File: config.mk
export PLATFORM = sky130hd
export DESIGN_NAME = entry_point_scanner_top
export DESIGN_NICKNAME = d
export VERILOG_FILES = /design/src/eps_pkg.sv /design/src/eps_scan.sv /design/src/entry_point_scanner_top.sv
export SDC_FILE = /design/constraint.sdc
export NUM_CORES = 1
export LEC_CHECK = 0
export ABC_CLOCK_PERIOD_IN_PS = 2800
export BUFFER_PORTS_ARGS = -buffer_cell sky130_fd_sc_hd__buf_2
export CAP_MARGIN = 40
export CORE_ASPECT_RATIO = 0.9
export CORE_MARGIN = 2
export CORE_UTILIZATION = 56
export DETAILED_ROUTE_END_ITERATION = 12
export GPL_TIMING_DRIVEN = 0
export PLACE_DENSITY = 0.87
export SETUP_SLACK_MARGIN = 0.5
export SKIP_CTS_REPAIR_TIMING = 1
export SYNTH_ARGS = -nofsm -noshare
export SYNTH_HDL_FRONTEND = slang
export SYNTH_HIERARCHICAL = 1
export SYNTH_SLANG_ARGS = --single-unit
File: constraint.sdc
create_clock -name clk -period 2.8 [get_ports clk]
set_input_delay 0.7 -clock clk [delete_from_list [all_inputs] [get_ports clk]]
set_output_delay 0.7 -clock clk [all_outputs]
set_load 0.02 [all_outputs]
File: src/eps_pkg.sv
// Shared types, character constants and helper functions for the entry point scanner.
// No dependencies; used by eps_scan, entry_point_scanner_top and the testbench.
package eps_pkg;

    typedef enum logic [3:0] {
        MODE_NORMAL     = 4'd0,
        MODE_SLASH      = 4'd1,
        MODE_LINE       = 4'd2,
        MODE_BLOCK      = 4'd3,
        MODE_BLOCK_STAR = 4'd4,
        MODE_M          = 4'd5,
        MODE_MA         = 4'd6,
        MODE_MAI        = 4'd7,
        MODE_BLANKS     = 4'd8
    } eps_mode_t;

    localparam logic [7:0] CH_SLASH   = 8'h2F;
    localparam logic [7:0] CH_STAR    = 8'h2A;
    localparam logic [7:0] CH_NEWLINE = 8'h0A;
    localparam logic [7:0] CH_LPAREN  = 8'h28;
    localparam logic [7:0] CH_TAB     = 8'h09;
    localparam logic [7:0] CH_SPACE   = 8'h20;
    localparam logic [7:0] CH_UNDER   = 8'h5F;
    localparam logic [7:0] CH_LOW_M   = 8'h6D;
    localparam logic [7:0] CH_LOW_A   = 8'h61;
    localparam logic [7:0] CH_LOW_I   = 8'h69;
    localparam logic [7:0] CH_LOW_N   = 8'h6E;

    // One byte handed from the input register to the scanner.
    typedef struct packed {
        logic       fire;
        logic [7:0] text_byte;
        logic       last_byte;
    } eps_step_t;

    function automatic logic is_ident_char(input logic [7:0] c);
        logic res;
        res = ((c >= 8'h61) && (c <= 8'h7A)) ||
              ((c >= 8'h41) && (c <= 8'h5A)) ||
              ((c >= 8'h30) && (c <= 8'h39)) ||
              (c == CH_UNDER);
        return res;
    endfunction

    // Ordinary text handling; prev describes the byte before c.
    function automatic eps_mode_t scan_normal(input logic [7:0] c, input logic prev);
        eps_mode_t m;
        if (c == CH_SLASH)
            m = MODE_SLASH;
        else if ((c == CH_LOW_M) && !prev)
            m = MODE_M;
        else
            m = MODE_NORMAL;
        return m;
    endfunction

endpackage

File: src/eps_scan.sv
// Scanner state (mode, previous-byte class, found mark) and its one-byte update.
// Depends on eps_pkg.
module eps_scan
(
    input  logic               clk,
    input  logic               rst_n,
    input  eps_pkg::eps_step_t step,
    output logic               found_now
);

    eps_pkg::eps_mode_t mode_reg;
    eps_pkg::eps_mode_t mode_next;
    eps_pkg::eps_mode_t mode_scan;
    logic               prev_reg;
    logic               prev_next;
    logic               found_reg;
    logic               found_next;
    logic               found_scan;
    logic [7:0]         c;

    assign c = step.text_byte;

    always_comb
    begin
        mode_scan  = mode_reg;
        found_scan = found_reg;
        unique case (mode_reg)
            eps_pkg::MODE_SLASH:
            begin
                if (c == eps_pkg::CH_SLASH)
                    mode_scan = eps_pkg::MODE_LINE;
                else if (c == eps_pkg::CH_STAR)
                    mode_scan = eps_pkg::MODE_BLOCK;
                else
                    mode_scan = eps_pkg::scan_normal(c, prev_reg);
            end
            eps_pkg::MODE_LINE:
            begin
                if (c == eps_pkg::CH_NEWLINE)
                    mode_scan = eps_pkg::MODE_NORMAL;
            end
            eps_pkg::MODE_BLOCK:
            begin
                if (c == eps_pkg::CH_STAR)
                    mode_scan = eps_pkg::MODE_BLOCK_STAR;
            end
            eps_pkg::MODE_BLOCK_STAR:
            begin
                if (c == eps_pkg::CH_SLASH)
                    mode_scan = eps_pkg::MODE_NORMAL;
                else if (c != eps_pkg::CH_STAR)
                    mode_scan = eps_pkg::MODE_BLOCK;
            end
            eps_pkg::MODE_M:
            begin
                if (c == eps_pkg::CH_LOW_A)
                    mode_scan = eps_pkg::MODE_MA;
                else
                    mode_scan = eps_pkg::scan_normal(c, prev_reg);
            end
            eps_pkg::MODE_MA:
            begin
                if (c == eps_pkg::CH_LOW_I)
                    mode_scan = eps_pkg::MODE_MAI;
                else
                    mode_scan = eps_pkg::scan_normal(c, prev_reg);
            end
            eps_pkg::MODE_MAI:
            begin
                if (c == eps_pkg::CH_LOW_N)
                    mode_scan = eps_pkg::MODE_BLANKS;
                else
                    mode_scan = eps_pkg::scan_normal(c, prev_reg);
            end
            eps_pkg::MODE_BLANKS:
            begin
                if ((c == eps_pkg::CH_SPACE) || (c == eps_pkg::CH_TAB))
                    mode_scan = eps_pkg::MODE_BLANKS;
                else if (c == eps_pkg::CH_LPAREN)
                begin
                    found_scan = 1'b1;
                    mode_scan  = eps_pkg::MODE_NORMAL;
                end
                else
                    mode_scan = eps_pkg::scan_normal(c, prev_reg);
            end
            default:
                mode_scan = eps_pkg::scan_normal(c, prev_reg);
        endcase
    end

    // Once a match is seen, hold everything until the end of the text.
    assign found_now = found_reg ? 1'b1 : found_scan;

    always_comb
    begin
        mode_next  = mode_reg;
        prev_next  = prev_reg;
        found_next = found_reg;
        if (step.fire)
        begin
            if (step.last_byte)
            begin
                mode_next  = eps_pkg::MODE_NORMAL;
                prev_next  = 1'b0;
                found_next = 1'b0;
            end
            else if (!found_reg)
            begin
                mode_next  = mode_scan;
                prev_next  = eps_pkg::is_ident_char(c);
                found_next = found_scan;
            end
        end
    end

    always_ff @(posedge clk or negedge rst_n)
    begin
        if (!rst_n)
        begin
            mode_reg  <= eps_pkg::MODE_NORMAL;
            prev_reg  <= 1'b0;
            found_reg <= 1'b0;
        end
        else
        begin
            mode_reg  <= mode_next;
            prev_reg  <= prev_next;
            found_reg <= found_next;
        end
    end

    a_last_clears: assert property (@(posedge clk) disable iff (!rst_n)
        step.fire && step.last_byte |=>
            (mode_reg == eps_pkg::MODE_NORMAL) && !prev_reg && !found_reg)
        else $error("scanner state not cleared after last byte");

    a_found_holds: assert property (@(posedge clk) disable iff (!rst_n)
        found_reg && !(step.fire && step.last_byte) |=> found_reg && $stable(mode_reg))
        else $error("found mark or mode changed after a match");

    a_found_source: assert property (@(posedge clk) disable iff (!rst_n)
        $rose(found_reg) |-> $past(mode_reg) == eps_pkg::MODE_BLANKS)
        else $error("match flagged outside the blank-skipping mode");

endmodule

File: src/entry_point_scanner_top.sv
// Top level of the entry point scanner: input register, scanner, result register.
// Depends on eps_pkg and eps_scan.
//
// Accepts one text byte per cycle while in_stall is low. Each byte is held in the input
// register and is scanned as it leaves it; the result register loads at that same edge,
// so out_valid and has_main come up from the result register once the last byte has left
// the input register. The scanner state is a registered recurrence, which sets the rate at
// one byte per cycle. Only last bytes wait on the output register: while a result is held
// stalled and the input register holds a last byte, in_stall is raised.
module entry_point_scanner_top
(
    input  logic       clk,
    input  logic       rst_n,
    input  logic       in_valid,
    output logic       in_stall,
    input  logic [7:0] text_byte,
    input  logic       last_byte,
    output logic       out_valid,
    input  logic       out_stall,
    output logic       has_main
);

    logic               s1_valid_reg;
    logic [7:0]         s1_byte_reg;
    logic               s1_last_reg;
    logic               s1_move;
    logic               out_valid_reg;
    logic               has_main_reg;
    logic               found_now;
    eps_pkg::eps_step_t step;

    // A last byte may leave only if the result register is free or draining.
    assign s1_move  = s1_valid_reg && !(s1_last_reg && out_valid_reg && out_stall);
    assign in_stall = s1_valid_reg && !s1_move;

    assign step.fire      = s1_move;
    assign step.text_byte = s1_byte_reg;
    assign step.last_byte = s1_last_reg;

    eps_scan u_scan
    (
        .clk       (clk),
        .rst_n     (rst_n),
        .step      (step),
        .found_now (found_now)
    );

    always_ff @(posedge clk or negedge rst_n)
    begin
        if (!rst_n)
        begin
            s1_valid_reg  <= 1'b0;
            out_valid_reg <= 1'b0;
        end
        else
        begin
            if (!in_stall)
                s1_valid_reg <= in_valid;
            if (s1_move && s1_last_reg)
                out_valid_reg <= 1'b1;
            else if (!out_stall)
                out_valid_reg <= 1'b0;
        end
    end

    always_ff @(posedge clk)
    begin
        if (in_valid && !in_stall)
        begin
            s1_byte_reg <= text_byte;
            s1_last_reg <= last_byte;
        end
        if (s1_move && s1_last_reg)
            has_main_reg <= found_now;
    end

    assign out_valid = out_valid_reg;
    assign has_main  = has_main_reg;

    a_stall_cause: assert property (@(posedge clk) disable iff (!rst_n)
        in_stall |-> s1_valid_reg && s1_last_reg && out_valid_reg)
        else $error("input stalled without a held result");

    a_result_load: assert property (@(posedge clk) disable iff (!rst_n)
        s1_move && s1_last_reg |=> out_valid_reg)
        else $error("last byte transfer produced no result");

    a_no_result: assert property (@(posedge clk) disable iff (!rst_n)
        !out_valid_reg && !(s1_move && s1_last_reg) |=> !out_valid_reg)
        else $error("result appeared without a last byte");

endmodule

# ---- Yosys cells after proc, flatten, opt, wreduce, memory -nomap -nowiden
# Index checks and enable logic that the tools add are counted.
dict set report classes {
  order_cmp 6
  n_eq_ne 25
  n_mux 25
  n_reduce_logical 20
}
# op n
set op_table {}
lappend op_table {{4-bit two-way mux} 14}
lappend op_table {{8-bit by 7-bit equality test with 1-bit output, second input constant} 5}
lappend op_table {{8-bit by 6-bit equality test with 1-bit output, second input constant} 4}
lappend op_table {{4-bit case mux with 8 select lines} 1}
lappend op_table {{4-bit by 3-bit equality test with 1-bit output, second input constant} 4}
lappend op_table {{8-bit by 4-bit equality test with 1-bit output, second input constant} 2}
lappend op_table {{8-bit by 7-bit >= comparator with 1-bit output, second input constant} 2}
lappend op_table {{8-bit by 7-bit <= comparator with 1-bit output, second input constant} 2}
lappend op_table {{1-bit logical AND} 10}
lappend op_table {{1-bit two-way mux} 9}
lappend op_table {{4-bit by 2-bit equality test with 1-bit output, second input constant} 2}
lappend op_table {{8-bit by 6-bit >= comparator with 1-bit output, second input constant} 1}
lappend op_table {{8-bit by 6-bit <= comparator with 1-bit output, second input constant} 1}
lappend op_table {{8-bit by 6-bit inequality test with 1-bit output, second input constant} 1}
lappend op_table {{3-bit by 2-bit inequality test with 1-bit output, second input constant} 2}
lappend op_table {{5-bit AND reduction} 1}
lappend op_table {{4-bit by 1-bit equality test with 1-bit output, second input constant} 1}
lappend op_table {{4-bit equality test, second input constant} 1}
lappend op_table {{1-bit logical NOT} 4}
lappend op_table {{1-bit logical OR} 4}
lappend op_table {{4-bit by 2-bit inequality test with 1-bit output, second input constant} 1}
lappend op_table {{3-bit two-way mux} 1}
lappend op_table {{2-bit by 1-bit inequality test with 1-bit output, second input constant} 1}
lappend op_table {{2-bit inequality test, second input constant} 1}
lappend op_table {{2-bit AND reduction} 1}
dict set report totals {
  regBits 18
  in_bits 13
  output_inout_bits 3
  wordCells 84
}

# ---- Longest topological paths before layout
dict set report depth {
  depth_word 9
  mapped_depth 7
}

# ---- Cells and area by module
# The synthesis kept the hierarchy.
# module n_inst cells_each area_per_inst_um2
set by_module_without_submodules {}
lappend by_module_without_submodules {eps_scan 1 101 829.5}
lappend by_module_without_submodules {entry_point_scanner_top 1 22 405.4}

# ---- Least setup slack after synthesis
# OpenSTA, ideal clock, no wires.
dict set report synth_path {
  path_kind {reg-to-reg}
  from {register u_scan.mode_reg[0]}
  to {register u_scan.mode_reg[2]}
  setup_ps 76
  arrival_time_ps 2052
  path_slack_ps 672
  path_stages_with_launch 7
  path_buffers 1
  synth_period_minus_slack_ps 2128
  cell_sequence {dfrtp_1 buf_6 or4b_1 or4_1 a32oi_2 o2bb2a_4 o21ai_2}
}
dict set report synth_between {
  elab_chain_cells 4
}
# item line_no
set synth_rtl {}
lappend synth_rtl {{start: declaration} eps_scan.sv:11} ;# eps_pkg::eps_mode_t mode_reg;
lappend synth_rtl {{start signal: assignment} eps_scan.sv:121} ;# mode_reg <= eps_pkg::MODE_NORMAL;
lappend synth_rtl {{start signal: assignment} eps_scan.sv:127} ;# mode_reg <= mode_next;
lappend synth_rtl {{4-bit equality test, or another cell as far along} eps_scan.sv:27} ;# unique case (mode_reg)
lappend synth_rtl {{4-bit case mux with 8 select lines} eps_scan.sv:27}
lappend synth_rtl {{4-bit two-way mux} eps_scan.sv:108} ;# else if (!found_reg)
lappend synth_rtl {{4-bit two-way mux} eps_scan.sv:102} ;# if (step.last_byte)
# Several ways; a longest one is shown, not always the timed one. The select of a mux whose other input is x is not followed.
# A chain may end at the register's enable or synchronous reset.

# ---- Worst setup path in the final report
dict set report layout_path {
  from {register s1_byte_reg[5]}
  to {register u_scan.mode_reg[0]}
}
dict set report layout_between {
  elab_chain_cells 9
}
# item line_no
set layout_rtl {}
lappend layout_rtl {{start: declaration} entry_point_scanner_top.sv:24} ;# logic [7:0] s1_byte_reg;
lappend layout_rtl {{start signal: assignment} entry_point_scanner_top.sv:70} ;# s1_byte_reg <= text_byte;
lappend layout_rtl {{8-bit by 7-bit equality test with 1-bit output} eps_pkg.sv:50} ;# else if ((c == CH_LOW_M) && !prev)
lappend layout_rtl {{1-bit logical AND} eps_pkg.sv:50}
lappend layout_rtl {{3-bit two-way mux} eps_pkg.sv:50}
lappend layout_rtl {{4-bit two-way mux} eps_pkg.sv:48} ;# if (c == CH_SLASH)
lappend layout_rtl {{4-bit two-way mux} eps_scan.sv:79} ;# else if (c == eps_pkg::CH_LPAREN)
lappend layout_rtl {{4-bit two-way mux} eps_scan.sv:77} ;# if ((c == eps_pkg::CH_SPACE) || (c == eps_pkg::CH_TAB))
lappend layout_rtl {{4-bit case mux with 8 select lines} eps_scan.sv:27}
lappend layout_rtl {{4-bit two-way mux} eps_scan.sv:108}
lappend layout_rtl {{4-bit two-way mux} eps_scan.sv:102}
# Several ways; a longest one is shown, not always the timed one. The select of a mux whose other input is x is not followed.

==> flow_metrics.py <==
metrics = {
    "detailed_routing": {
        "drt_iter0_drc": 39,
        "dr.pass1.iters": 4,
        "totalWireLength_um": 2730,
        "postRouteAntennaNets": 0,
        "vias": 1096,
        "wl_per_cell_um": 16.2,
        "viasPerCell": 6.49,
        "drc": 0,
    },
    "global_route": {
        "overflow": 0,
        "grt_use_total_pct": 22.1,
        "antenna_found_initial": 0,
        "grt_max_degree": 11,
        "grt_pass1_wl_um": 4220,
        "grt_pass1_vias": 1004,
    },
    "final_layout": {
        "nets": 156,
        "stdcell_count": 169,
        "syn2layout_area_growth_pct": 13.8,
        "largest_register_ffs": 8,
        "fillers": 182,
        "layout-drive-gt1-share_pct": 26.8,
        "diodes": 0,
    },
    "min_path": {
        "hold_path.class": "primary input to asynchronous set/reset pin",
    },
    "worst_setup_path": {
        "worstPathMaxFanout": 8,
        "criticalPathCategory": "flop to flop",
        "critPathArrivalTime_ps": 2520,
        "cp.required_ps": 3040,
        "worst_setup_path_start_kind": "flop",
        "end_kind": "flop",
    },
    "clocking": {
        "clk_latency_ps": 290,
        "cts_tree": "yes",
        "cts_buffers": 3,
        "path_clk_slew_ps": 100,
        "clk_path_buf_depth": 2,
        "h-tree-depth": 1,
        "root_buffer": "clkbuf_4",
        "cts.sinks": 18,
    },
    "power": {
        "switching_power_mw": 0.140,
        "leakage_nw": 0.526,
        "pwr-share-seq_pct": 58.4,
        "intPower_mw": 0.386,
        "ir_drop_mv": 0.309,
        "combPwrFrac_pct": 16.6,
        "pwr-share-clk_pct": 25.0,
        "swShare_pct": 26.6,
        "powerDensity_mw_per_mm2": 374,
    },
    "placement": {
        "dp_hpwl_um": 1930,
        "dp_slack_ps": 432,
        "place_congestion": 0.870,
        "port_buffers": 15,
        "dp_cells": 165,
    },
    "synthesis": {
        "ys_warn_count": 6,
        "synth_area_mm2": 0.00123,
        "synth_cells": 123,
        "ys.flop_type": "edfxtp_1",
        "async_flop_share_pct": 44.4,
        "synth_edf_count": 10,
        "ys_seq_area_share_pct": 40.5,
        "synth_seq_cells": 18,
        "syn-num-nets": 136,
        "avgSynthCellArea_um2": 10.0,
        "ys_types": 59,
    },
    "floorplanning": {
        "dieArea_mm2": 0.00260,
        "die_w_um": 53.5,
        "io_pins": 16,
        "dieHeight_um": 48.6,
        "coreArea_mm2": 0.00212,
        "initial_core_util_pct": 58.2,
        "row_count": 16,
    },
    "timing": {
        "hold-worst-slack_ps": 235,
        "fin_skew_ps": 4.81,
        "setup_ws_ps": 515,
        "period_minus_slack_ps": 2280,
        "setup_tns_ps": 0,
        "slew_headroom_pct": 47.4,
        "rsz0062_at_grt": "false",
        "worst_pin_slew_ps": 778,
        "slew_viol_final": 0,
        "max_freq_ghz": 0.438,
        "timing_hold_violations_final": 0,
        "setup_viol": 0,
        "min_period_over_period_pct": 81.6,
    },
    "flow_run": {
        "drv_cap": 0,
    },
    "outcome": {
        "status": "finished, final reports clean",
    },
}
==> cell families (layout without fill, tap and decap cells) <==
family	after synthesis	after routing	share of synthesized area (%)
buffers and inverters	12	31	5.07
XOR/XNOR	3	3	2.13
AND/OR/NAND/NOR	53	53	27.6
flip-flops	18	18	40.5
AO/OA/AOI/OAI	36	36	23.9
multiplexers	1	1	0.811
==> critical path, cell delays in order (launching register included) <==
cell	delay, ps
edfxtp_1	510
and4bb_2	330
nor4bb_1	710
o311ai_0	280
a211oi_1	270
a211o_2	150
==> power groups by stage <==
stage	Clock, mW	Combinational [mW]	Sequential [mW]
6_report	0.131	0.0871	0.307
3_3_place_gp	0	0.0773	0.312
5_1_grt	0.152	0.0942	0.309
2_1_floorplan	0	0.0532	0.312
4_1_cts	0.137	0.0804	0.307
3_5_place_dp	0	0.0798	0.313
==> path summary, 6_finish.rpt <==
| check | from | end | slack, ps | cells past startpoint |
|---|---|---|---|---|
| hold / removal | rst_n | u_scan/mode_reg[0] | 230 | 1 |
| setup / recovery | s1_byte_reg[5] | u_scan/mode_reg[0] | 520 | 5 |
| hold reg to reg | s1_valid_reg | out_valid | 540 | 2 |
| setup reg to reg | s1_byte_reg[5] | u_scan/mode_reg[0] | 520 | 5 |
| min in group clk | s1_valid_reg | out_valid | 540 | 2 |
| max in group asynchronous | rst_n | u_scan/mode_reg[1] | 2380 | 1 |
==> synth_stat cells, types with 3 or more instances <==
library cell	count	area, um^2
inv_1	4	15.0
o41ai_1	3	26.3
dfrtp_1	8	200
a31oi_1	4	25.0
o21ai_0	4	20.0
nand2_1	11	41.3
edfxtp_1	10	300
nor3_1	3	15.0
or2b_1	3	22.5
nand2b_1	3	18.8
a21oi_1	4	20.0
or4_1	3	22.5
nor2_1	4	15.0
==> metrics by stage <==
stage               total power, mW  util [%]  cell area, um^2
CTS                           0.525      64.6             1370
global route                  0.555      66.2             1410
global placement              0.389      63.3             1340
finish                        0.526      66.2             1410
floorplan                     0.366         -             1230
detailed placement            0.392      63.3             1340
==> per-layer routing <==
layer | track usage (%) | vias to the layer above | part of all wire [%] | routed length, um
met5 | 0 | - | 0 | 0
met4 | 10.7 | 0 | 2.7 | 74
met3 | 4.63 | 12 | 6.9 | 188
met2 | 34.8 | 50 | 49 | 1340
met1 | 28.3 | 509 | 41 | 1130
li1 | - | 525 | - | -
==> layout make-up <==
type | count | area (um^2) | area share [%]
well taps | 27 | 33.8 | 2.40
repair buffers | 15 | 75.1 | 5.34
multi-input cells | 93 | 706 | 50.2
flip-flops and latches | 18 | 502 | 35.7
plain buffers | 8 | 47.5 | 3.38
inverters | 4 | 15.0 | 1.07
clock buffers | 4 | 26.3 | 1.87
==> layout by cell type (no fill, tap or decap), types with 2 or more instances in the layout <==
cell type / instances
or4b_1: 2
xor2_1: 2
nor3_1: 3
nand4_1: 2
clkbuf_4: 3
nor2b_1: 2
o41ai_1: 2
a21oi_1: 4
or2b_1: 3
buf_2: 17
buf_4: 2
inv_1: 4
nor4_1: 2
and2_1: 2
or4_1: 2
o311ai_0: 2
nand2_1: 11
or2_2: 2
a31oi_1: 4
edfxtp_1: 10
nand3b_1: 2
nand2b_1: 3
dfrtp_1: 7
clkbuf_1: 3
nor3b_1: 2
nor2_1: 4
o21ai_0: 4
Note: power is estimated with default switching activity, not from simulation.
